[src/hw/rtl/mgs_pkg.sv]
// Shared constants and types for the insertion-cell integer sorter.
`timescale 1ns / 1ps
package mgs_pkg;

    localparam int SIZE   = 16;
    localparam int DATA_W = 32;
    localparam int CNT_W  = $clog2(SIZE + 1);

    typedef logic signed [DATA_W-1:0] t_value;

    // Per-cycle command broadcast to every cell
    typedef struct packed {
        logic insert;   // place the incoming sample into the ordered row
        logic shift;    // move every entry one cell towards the head
    } t_cell_ctrl;

endpackage

[src/hw/rtl/mgs_cell.sv]
// One cell of the ordered row: holds a value and trades it with its neighbours.
`timescale 1ns / 1ps
module mgs_cell (
    input  logic               i_clk,
    input  logic               i_rst_n,
    input  mgs_pkg::t_cell_ctrl i_ctrl,
    input  mgs_pkg::t_value    i_sample,
    input  mgs_pkg::t_value    i_left_value,
    input  logic               i_left_valid,
    input  logic               i_left_gt,
    input  mgs_pkg::t_value    i_right_value,
    input  logic               i_right_valid,
    output mgs_pkg::t_value    o_value,
    output logic               o_valid,
    output logic               o_gt
);
    import mgs_pkg::*;

    t_value r_value;
    t_value n_value;
    logic   r_valid;
    logic   n_valid;

    // sample belongs at or before this cell; an empty cell counts as +infinity
    assign o_gt    = !r_valid || (i_sample < r_value);
    assign o_value = r_value;
    assign o_valid = r_valid;

    always_comb begin
        n_value = r_value;
        n_valid = r_valid;
        if (i_ctrl.insert && o_gt) begin
            if (!i_left_gt) begin
                n_value = i_sample;
                n_valid = 1'b1;
            end else begin
                n_value = i_left_value;
                n_valid = i_left_valid;
            end
        end else if (i_ctrl.shift) begin
            n_value = i_right_value;
            n_valid = i_right_valid;
        end
    end

    always_ff @(posedge i_clk) begin
        r_value <= n_value;
        if (!i_rst_n) begin
            r_valid <= 1'b0;
        end else begin
            r_valid <= n_valid;
        end
    end

endmodule

[src/hw/rtl/merge_sort_integers.sv]
// Top level of the integer sorter: a row of insertion cells and its fill/drain control.
`timescale 1ns / 1ps
// Usage
//   Input channel (i_in_valid / o_in_ready) carries one signed 32-bit sample
//   per item plus i_is_final, which closes the set. The SIZE-th sample of a
//   set closes it as well, whatever its i_is_final bit.
//   Output channel (o_out_valid / i_out_ready) returns the set in ascending
//   signed order, duplicates kept; o_final_out marks the largest, last item.
//   Fill: each sample slots into the ordered cell row in the cycle it is
//   accepted. The row compares all cells against the sample in parallel
//   and each cell takes its left neighbour's value when the sample lands
//   ahead of it.
//   Drain: the first result is offered the cycle after the closing item
//   is accepted; results then leave the head of the row one per cycle
//   while i_out_ready is high.
//   Input is held off (o_in_ready low) while a set drains; it reopens the
//   cycle after the final result is taken.
//   Stall: with i_out_ready low the row simply holds, the head result stays
//   on the output unchanged.
//   Reset: synchronous, active low; empties every cell and the fill count,
//   and returns the block to filling. No clearing pass is needed.
module merge_sort_integers (
    input  logic            i_clk,
    input  logic            i_rst_n,
    input  logic            i_in_valid,
    output logic            o_in_ready,
    input  mgs_pkg::t_value i_sample,
    input  logic            i_is_final,
    output logic            o_out_valid,
    input  logic            i_out_ready,
    output mgs_pkg::t_value o_sorted_value,
    output logic            o_final_out
);
    import mgs_pkg::*;

    // Control state: fill count of the open set, drain flag
    logic [CNT_W-1:0] r_count;
    logic [CNT_W-1:0] n_count;
    logic             r_drain;
    logic             n_drain;

    // Row wiring, one entry per cell at a fixed place
    t_value     w_value [SIZE];
    logic       w_valid [SIZE];
    logic       w_gt    [SIZE];
    t_cell_ctrl w_ctrl;

    logic w_in_take;
    logic w_out_take;
    logic w_close;

    assign o_in_ready  = !r_drain;
    assign w_in_take   = i_in_valid && o_in_ready;
    assign o_out_valid = r_drain;
    assign w_out_take  = o_out_valid && i_out_ready;

    // head of the row is the smallest remaining value; last when cell 1 is empty
    assign o_sorted_value = w_value[0];
    assign o_final_out    = !w_valid[1];

    // close on the marked item or on the item that fills the row
    assign w_close = i_is_final || (r_count == CNT_W'(SIZE - 1));

    // insert while filling, shift while draining
    assign w_ctrl = {w_in_take, w_out_take};

    always_comb begin
        n_count = r_count;
        n_drain = r_drain;
        if (w_in_take) begin
            if (w_close) begin
                n_count = '0;
                n_drain = 1'b1;
            end else begin
                n_count = r_count + 1'b1;
            end
        end
        // drop out of drain once the final item has gone
        if (w_out_take && o_final_out) begin
            n_drain = 1'b0;
        end
    end

    always_ff @(posedge i_clk) begin
        if (!i_rst_n) begin
            r_count <= '0;
            r_drain <= 1'b0;
        end else begin
            r_count <= n_count;
            r_drain <= n_drain;
        end
    end

    // Ordered row: cell 0 holds the smallest value, empty cells trail
    for (genvar g = 0; g < SIZE; g++) begin : g_cell
        t_value w_lv;
        logic   w_lvd;
        logic   w_lgt;
        t_value w_rv;
        logic   w_rvd;

        if (g == 0) begin : g_head
            assign w_lv  = '0;
            assign w_lvd = 1'b0;
            assign w_lgt = 1'b0;
        end else begin : g_body
            assign w_lv  = w_value[g-1];
            assign w_lvd = w_valid[g-1];
            assign w_lgt = w_gt[g-1];
        end

        if (g == SIZE - 1) begin : g_tail
            assign w_rv  = '0;
            assign w_rvd = 1'b0;
        end else begin : g_mid
            assign w_rv  = w_value[g+1];
            assign w_rvd = w_valid[g+1];
        end

        mgs_cell u_cell (
            .i_clk         (i_clk),
            .i_rst_n       (i_rst_n),
            .i_ctrl        (w_ctrl),
            .i_sample      (i_sample),
            .i_left_value  (w_lv),
            .i_left_valid  (w_lvd),
            .i_left_gt     (w_lgt),
            .i_right_value (w_rv),
            .i_right_valid (w_rvd),
            .o_value       (w_value[g]),
            .o_valid       (w_valid[g]),
            .o_gt          (w_gt[g])
        );
    end

    // Fill count stays clear for the whole drain
    a_count_clear_in_drain: assert property (@(posedge i_clk) disable iff (!i_rst_n)
        r_drain |-> (r_count == '0))
        else $error("fill count not clear while draining");

    // While draining the head cell always holds a value
    a_head_valid: assert property (@(posedge i_clk) disable iff (!i_rst_n)
        r_drain |-> w_valid[0])
        else $error("draining with an empty head cell");

    // Results leave in non-decreasing order within a set
    a_ascending: assert property (@(posedge i_clk) disable iff (!i_rst_n)
        (w_out_take && !o_final_out) |=>
            (o_out_valid && ($past(o_sorted_value) <= o_sorted_value)))
        else $error("results out of order");

    // Taking the final result empties the row and reopens the input
    a_reopen: assert property (@(posedge i_clk) disable iff (!i_rst_n)
        (w_out_take && o_final_out) |=> (o_in_ready && !w_valid[0]))
        else $error("row not empty after the final result");

endmodule

[config.mk]
export PLATFORM = sky130hd
export DESIGN_NAME = merge_sort_integers
export DESIGN_NICKNAME = d
export VERILOG_FILES = /design/src/hw/rtl/mgs_pkg.sv /design/src/hw/rtl/mgs_cell.sv /design/src/hw/rtl/merge_sort_integers.sv
export SDC_FILE = /design/constraint.sdc
export NUM_CORES = 2
export LEC_CHECK = 0
export BUFFER_PORTS_ARGS = -buffer_cell sky130_fd_sc_hd__buf_2
export CORE_MARGIN = 1.5
export CORE_UTILIZATION = 45
export CTS_CLUSTER_SIZE = 14
export DETAILED_ROUTE_END_ITERATION = 7
export SYNTH_ARGS = -nofsm -noshare
export SYNTH_HDL_FRONTEND = slang
export SYNTH_SLANG_ARGS = --single-unit
[constraint.sdc]
create_clock -name i_clk -period 5.1 [get_ports i_clk]
set_input_delay 0.51 -clock i_clk [delete_from_list [all_inputs] [get_ports i_clk]]
set_output_delay 0.51 -clock i_clk [all_outputs]
set_load 0.01 [all_outputs]
# Yosys cells after proc, flatten, opt, wreduce, memory -nomap -nowiden
# Cells that the tools add are included.
[totals]
ff_bits = 534
inputBits = 37
output_inout_bits = 35
elab_cells = 219
[classes]
addsub = 1
magnitude_cmp = 16
eq_ne = 1
mux = 95
bitwise_logic = 1
reduce_logical = 71
[op_table]
columns = ["operator", "n"]
rows = [
  ["$mux W32", 47],
  ["$lt A32 B32 Y1", 16],
  ["$mux W1", 47],
  ["$reduce_bool A2 Y1", 16],
  ["$logic_and A1 B1 Y1", 19],
  ["$logic_not A1 Y1", 17],
  ["$logic_or A1 B1 Y1", 17],
  ["$add A5 B1 Y5 const B", 1],
  ["$eq A5 B4 Y1 const B", 1],
  ["$mux W5", 1],
  ["$reduce_and A2 Y1", 1],
  ["$reduce_or A2 Y1", 1],
  ["$not A1 Y1", 1],
]

# Depth between registers and ports, before layout
[depth]
ltp_word = 4
ltp_mapped = 13

# Hierarchy
# Synthesis repeated with hierarchy kept, for this count alone.
[hier_totals]
cells_unflattened = 3716
area_unflattened_um2 = 45343.5
[by_module_without_submodules]
columns = ["mod", "instances", "cells_per_inst", "area_per_inst_um2"]
rows = [
  ["mgs_cell", 16, 230, 2813.9],
  ["merge_sort_integers", 1, 36, 320.3],
]

# Worst setup path before layout
# OpenSTA, ideal clock, no wires.
[synth_path]
path_type = "input to register"
start = "input i_sample[31]"
end = "register g_cell[1].u_cell.r_value[0], enable pin"
arrival_ns = 4.630
t_required_ns = 4.634
slack_ns = 0.004
cell_stages = 10
path_buffers = 2
path_cell_list = "ha_1 > nand4_1 > nor4_1 > a221oi_1 > nand3_1 > nor3_1 > or2_2 > clkbuf_1 > clkbuf_1 > o21ai_0"
[synth_via]
elab_chain_len = 4
[synth_lines]
columns = ["item", "line_no", "source"]
rows = [
  ["start: declaration", "merge_sort_integers.sv:27", "input mgs_pkg::t_value i_sample,"],
  ["$lt A32 B32 Y1", "mgs_cell.sv:25", "assign o_gt = !r_valid || (i_sample < r_value);"],
  ["$logic_or A1 B1 Y1", "mgs_cell.sv:25", ""],
  ["$logic_and A1 B1 Y1", "mgs_cell.sv:32", "if (i_ctrl.insert && o_gt) begin"],
  ["$reduce_bool A2 Y1 (no line)", "--", ""],
  ["end signal: assignment", "mgs_cell.sv:47", "r_value <= n_value;"],
  ["end: declaration", "mgs_cell.sv:19", "t_value r_value;"],
]
# Every way passes these cells.
# A chain may end at the register's enable or synchronous reset.

# Worst setup path in the final report
[layout_path]
start = "register g_cell[14].u_cell.r_value[13]"
end = "register g_cell[15].u_cell.r_value[0] (data pin)"
[layout_via]
elab_chain_len = 4
[layout_lines]
columns = ["item", "line_no", "source"]
rows = [
  ["start: declaration", "mgs_cell.sv:19", ""],
  ["start signal: assignment", "mgs_cell.sv:47", ""],
  ["$lt A32 B32 Y1", "mgs_cell.sv:25", ""],
  ["$logic_or A1 B1 Y1", "mgs_cell.sv:25", ""],
  ["$mux W32", "mgs_cell.sv:33", "if (!i_left_gt) begin"],
  ["$mux W32", "mgs_cell.sv:32", ""],
  ["end signal: assignment", "mgs_cell.sv:47", ""],
  ["end: declaration", "mgs_cell.sv:19", ""],
]
# Every way passes these cells.

==> impl_metrics.xml <==
<?xml version="1.0" encoding="UTF-8"?>
<metrics>
  <group name="status">
    <metric name="result_of_the_run" unit="">finished clean</metric>
  </group>
  <group name="clock_tree">
    <metric name="cts_hold_buf" unit="">0</metric>
    <metric name="cts_root_buffer" unit="">sky130_fd_sc_hd__clkbuf_16</metric>
    <metric name="numCtsBuffers" unit="">68</metric>
    <metric name="cts_tree" unit="">built</metric>
    <metric name="cts_resized" unit="">0</metric>
    <metric name="clockBufferDepth" unit="">3</metric>
    <metric name="cts_htree_levels" unit="">3</metric>
    <metric name="tritoncts_sinks" unit="">534</metric>
    <metric name="clkTransAtPathRegs" unit="ps">60</metric>
    <metric name="post_cts_buffers" unit="">0</metric>
    <metric name="insertion_delay" unit="ps">610</metric>
  </group>
  <group name="logic_synthesis">
    <metric name="ys_warn_count" unit="">0</metric>
    <metric name="ys_seq_elements" unit="">534</metric>
    <metric name="synth_sequential_area_ratio" unit="%">38.3</metric>
    <metric name="syn_avg_cell_area" unit="sq um">8.98</metric>
    <metric name="async_flop_share" unit="%">0</metric>
    <metric name="yosysUniqueCellTypes" unit="">73</metric>
    <metric name="most_instantiated_flip_flop_cell_in_the_synthesis_netlist" unit="">sky130_fd_sc_hd__edfxtp_1</metric>
    <metric name="synth_nets" unit="">5130</metric>
    <metric name="syn-instance-count" unit="">4595</metric>
    <metric name="synth_edf_count" unit="">512</metric>
    <metric name="syn_area" unit="sq um">41300</metric>
  </group>
  <group name="layout">
    <metric name="instances_no_fill" unit="">5789</metric>
    <metric name="final_nets" unit="">5099</metric>
    <metric name="final_layout_size_suffix_gt1_share" unit="%">8.54</metric>
    <metric name="seq_area" unit="sq um">15800</metric>
    <metric name="fillerInstances" unit="">8466</metric>
    <metric name="syn_to_final_growth" unit="%">9.56</metric>
    <metric name="final_core_utilization" unit="%">50.0</metric>
    <metric name="multi_input_area" unit="sq um">22300</metric>
  </group>
  <group name="placement">
    <metric name="dpl.cell_count" unit="">5670</metric>
    <metric name="finalWeightedCongestion" unit="">0.882</metric>
    <metric name="place_hpwl" unit="um">88000</metric>
    <metric name="port-buffer-count" unit="">71</metric>
    <metric name="post-place-ws" unit="ps">499</metric>
  </group>
  <group name="worst_setup_path">
    <metric name="critPathLaunch" unit="">g_cell[14].u_cell.o_value[13]$_DFFE_PP_</metric>
    <metric name="rr_startpoint" unit="">g_cell[14].u_cell.o_value[13]$_DFFE_PP_</metric>
    <metric name="crit_path_top_delay_cell" unit="">sky130_fd_sc_hd__a2111oi_0</metric>
    <metric name="timing.critical_path.cells" unit="">inv_1 &gt; ha_1 &gt; a21oi_1 &gt; o21ai_0 &gt; a2111oi_0 &gt; a31oi_1 &gt; or3_1 &gt; a21boi_4 &gt; buf_12 &gt; mux2i_1 &gt; nor2_1</metric>
    <metric name="worst_ep_arrival_time" unit="ps">4580</metric>
    <metric name="critical-path-max-stage-delay" unit="ps">1260</metric>
    <metric name="cp-start-kind" unit="">flop</metric>
    <metric name="end_kind" unit="">flop</metric>
    <metric name="critical_path.n_buffers_inverters" unit="">2</metric>
    <metric name="cpLargestDelayFamily" unit="">compound AO/OA/AOI/OAI gates</metric>
    <metric name="timing.critical_path.fanout_max" unit="">32</metric>
    <metric name="timing_worst_setup_path_type" unit="">flop to flop</metric>
    <metric name="worstPathRequired" unit="ps">5440</metric>
  </group>
  <group name="die">
    <metric name="design.core.area" unit="sq um">90400</metric>
    <metric name="io_pins" unit="">72</metric>
    <metric name="die_y" unit="um">306</metric>
    <metric name="die_area" unit="sq um">93500</metric>
    <metric name="die_width" unit="um">306</metric>
    <metric name="rows" unit="">110</metric>
    <metric name="floorplan.initialDensity" unit="%">45.6</metric>
  </group>
  <group name="hold_path">
    <metric name="worstHoldStart" unit="">i_rst_n</metric>
    <metric name="hold_crit_class" unit="">primary input to flop</metric>
  </group>
  <group name="global_route">
    <metric name="grt_start_max_net_pins" unit="">131</metric>
    <metric name="number_of_antenna_violations_at_the_first_check_in_global_routing" unit="">4</metric>
    <metric name="via_count_of_the_first_global_routing_pass" unit="">33224</metric>
    <metric name="grt_remaining_overflow" unit="">0</metric>
    <metric name="grt_first_pass_wirelength" unit="um">187000</metric>
    <metric name="grt_use_total" unit="%">25.0</metric>
  </group>
  <group name="timing">
    <metric name="layout_min_cycle_time" unit="ps">4240</metric>
    <metric name="final_hold_viols" unit="">0</metric>
    <metric name="final.setup.worst_slack" unit="ps">860</metric>
    <metric name="f_max" unit="MHz">236</metric>
    <metric name="max-slew-margin-rel" unit="%">4.62</metric>
    <metric name="setup_tns" unit="ps">0</metric>
    <metric name="rsz0062_at_grt" unit="">false</metric>
    <metric name="finalClockSkew" unit="ps">19.1</metric>
    <metric name="worst_pin_slew" unit="ps">1390</metric>
    <metric name="report.final.slew_viol_count" unit="">0</metric>
    <metric name="final_min_period_over_clock_period" unit="%">83.1</metric>
    <metric name="report.final.setup_viol" unit="">0</metric>
  </group>
  <group name="power">
    <metric name="p_leak" unit="nW">20.6</metric>
    <metric name="cellPowerDensity" unit="nW/um^2">329</metric>
    <metric name="max-vdd-ir-drop" unit="uV">230</metric>
    <metric name="p_total" unit="mW">14.9</metric>
  </group>
  <group name="detailed_routing">
    <metric name="remaining_drc_errors" unit="">0</metric>
    <metric name="route.antenna.remaining_nets" unit="">0</metric>
    <metric name="drt-vias-per-instance" unit="">5.83</metric>
    <metric name="first_iter_violations" unit="">2641</metric>
    <metric name="total_via_count_in_the_routed_design" unit="">33729</metric>
    <metric name="routed_wirelength" unit="um">118000</metric>
    <metric name="wl_per_cell" unit="um">20.4</metric>
    <metric name="first_pass_iters" unit="">6</metric>
  </group>
  <group name="run">
    <metric name="cap_violations" unit="">0</metric>
  </group>
</metrics>
-- layout by cell type (no fill, tap or decap), types with 7 or more instances in the layout --
cell	netlist	final
sky130_fd_sc_hd__buf_4	6	110
sky130_fd_sc_hd__nand4_1	81	81
sky130_fd_sc_hd__bufinv_16	0	7
sky130_fd_sc_hd__a21oi_1	336	334
sky130_fd_sc_hd__mux2_2	34	34
sky130_fd_sc_hd__o211ai_1	18	18
sky130_fd_sc_hd__a32oi_1	7	7
sky130_fd_sc_hd__a31oi_1	75	75
sky130_fd_sc_hd__nand2b_1	50	49
sky130_fd_sc_hd__dfxtp_1	22	21
sky130_fd_sc_hd__a21o_1	22	22
sky130_fd_sc_hd__mux2i_1	322	322
sky130_fd_sc_hd__clkinv_1	0	12
sky130_fd_sc_hd__or4_1	15	9
sky130_fd_sc_hd__a2bb2oi_1	10	10
sky130_fd_sc_hd__o21a_1	19	19
sky130_fd_sc_hd__nand3_1	133	132
sky130_fd_sc_hd__nor4_1	7	7
sky130_fd_sc_hd__ha_1	498	497
sky130_fd_sc_hd__o21ai_0	462	461
sky130_fd_sc_hd__o21ai_1	43	40
sky130_fd_sc_hd__edfxtp_1	512	512
sky130_fd_sc_hd__a211oi_1	46	46
sky130_fd_sc_hd__and4_1	12	11
sky130_fd_sc_hd__o21ai_4	2	8
sky130_fd_sc_hd__buf_2	48	71
sky130_fd_sc_hd__or3_1	7	7
sky130_fd_sc_hd__clkbuf_16	0	71
sky130_fd_sc_hd__nand2_1	549	547
sky130_fd_sc_hd__and3_1	44	44
sky130_fd_sc_hd__nor3_1	93	91
sky130_fd_sc_hd__inv_1	521	521
sky130_fd_sc_hd__buf_12	3	14
sky130_fd_sc_hd__nor2_1	227	227
sky130_fd_sc_hd__clkbuf_1	203	16
sky130_fd_sc_hd__o221a_2	31	31
sky130_fd_sc_hd__a2111oi_0	13	13
sky130_fd_sc_hd__a221oi_1	9	9
-- cells in the mapped netlist (5+ instances only) --
library cell                count  area, sq um
sky130_fd_sc_hd__nand2_1      549         2060
sky130_fd_sc_hd__inv_1        521         1960
sky130_fd_sc_hd__edfxtp_1     512        15400
sky130_fd_sc_hd__ha_1         498         6230
sky130_fd_sc_hd__o21ai_0      462         2310
sky130_fd_sc_hd__a21oi_1      336         1680
sky130_fd_sc_hd__mux2i_1      322         3220
sky130_fd_sc_hd__nor2_1       227          852
sky130_fd_sc_hd__clkbuf_1     203          762
sky130_fd_sc_hd__nand3_1      133          666
sky130_fd_sc_hd__nor3_1        93          465
sky130_fd_sc_hd__nand4_1       81          507
sky130_fd_sc_hd__a31oi_1       75          469
sky130_fd_sc_hd__nand2b_1      50          313
sky130_fd_sc_hd__buf_2         48          240
sky130_fd_sc_hd__a211oi_1      46          345
sky130_fd_sc_hd__and3_1        44          275
sky130_fd_sc_hd__o21ai_1       43          215
sky130_fd_sc_hd__mux2_2        34          383
sky130_fd_sc_hd__o221a_2       31          349
sky130_fd_sc_hd__a21o_1        22          165
sky130_fd_sc_hd__dfxtp_1       22          440
sky130_fd_sc_hd__clkbuf_4      20          150
sky130_fd_sc_hd__o21a_1        19          143
sky130_fd_sc_hd__o211ai_1      18          135
sky130_fd_sc_hd__or4_1         15          113
sky130_fd_sc_hd__a2111oi_0     13          114
sky130_fd_sc_hd__buf_1         13         48.8
sky130_fd_sc_hd__and4_1        12          105
sky130_fd_sc_hd__a2bb2oi_1     10         87.6
sky130_fd_sc_hd__a221oi_1       9         78.8
sky130_fd_sc_hd__a32oi_1        7         61.3
sky130_fd_sc_hd__nor4_1         7         43.8
sky130_fd_sc_hd__or3_1          7         43.8
sky130_fd_sc_hd__buf_4          6         45.0
sky130_fd_sc_hd__nor2b_1        6         37.5
sky130_fd_sc_hd__nor3b_1        5         37.5
sky130_fd_sc_hd__o311ai_0       5         43.8
sky130_fd_sc_hd__or2_2          5         31.3
-- metrics by stage --
step	hold slack, ps	instance area, sq um
detailed placement	483	43000
global route	177	45200
CTS	147	45200
global placement	467	43000
finish	169	45200
floorplan	454	41300
-- flip-flops by register name, summed over array words and instances (netlist names) --
signal / cells
g_cell.u_cell.o_value: 512
g_cell.u_cell.o_valid: 16
r_count: 5
o_out_valid: 1
-- power by group --
group          switching, mW  leakage [nW]  total [mW]  internal [mW]
Combinational           2.40          14.3        3.82           1.42
Clock                   2.00          1.05        4.91           2.90
Sequential             0.522          5.21        6.13           5.61
Total                   4.92          20.6        14.9           9.93
-- path summary, 6_finish.rpt --
| check | slack [ps] | cells past startpoint | endpoint |
|---|---|---|---|
| max | 860 | 11 | g_cell[15].u_cell.o_value[0]$_SDFFCE_PN0P_ |
| min | 170 | 2 | g_cell[0].u_cell.o_valid$_SDFFE_PN0P_ |
| max reg2reg | 860 | 11 | g_cell[15].u_cell.o_value[0]$_SDFFCE_PN0P_ |
| min reg2reg | 490 | 2 | r_count[4]$_SDFFE_PN0P_ |
-- cell type report --
| type | instances | share of cell area (%) |
|---|---|---|
| Multi-Input combinational cell | 3244 | 49.4 |
| Sequential cell | 534 | 35.0 |
| Inverter | 521 | 4.33 |
| Antenna cell | 2 | 0.0111 |
| Tap cell | 1176 | 3.26 |
| Timing Repair Buffer | 195 | 3.23 |
| Clock buffer | 88 | 4.09 |
| Clock inverter | 29 | 0.700 |
-- per-layer routing --
metal  up-vias  GRT usage, %  share of wire [%]
met4         0          6.13                2.1
met2       828          41.3                 46
met5         -             0                  0
li1      16453             -                  -
met1     16302          35.1                 46
met3       146          2.45                5.1
-- cell families after synthesis --
logic type | synth area share, %
AOI/OAI and AO/OA | 16.1
xor gates and xnor gates | 0.0849
adders and majority gates | 15.1
buffers and inverters | 7.99
DFF | 38.3
muxes | 8.74
and+or+nand+nor | 13.6
Note: power is estimated with default switching activity, not from simulation.
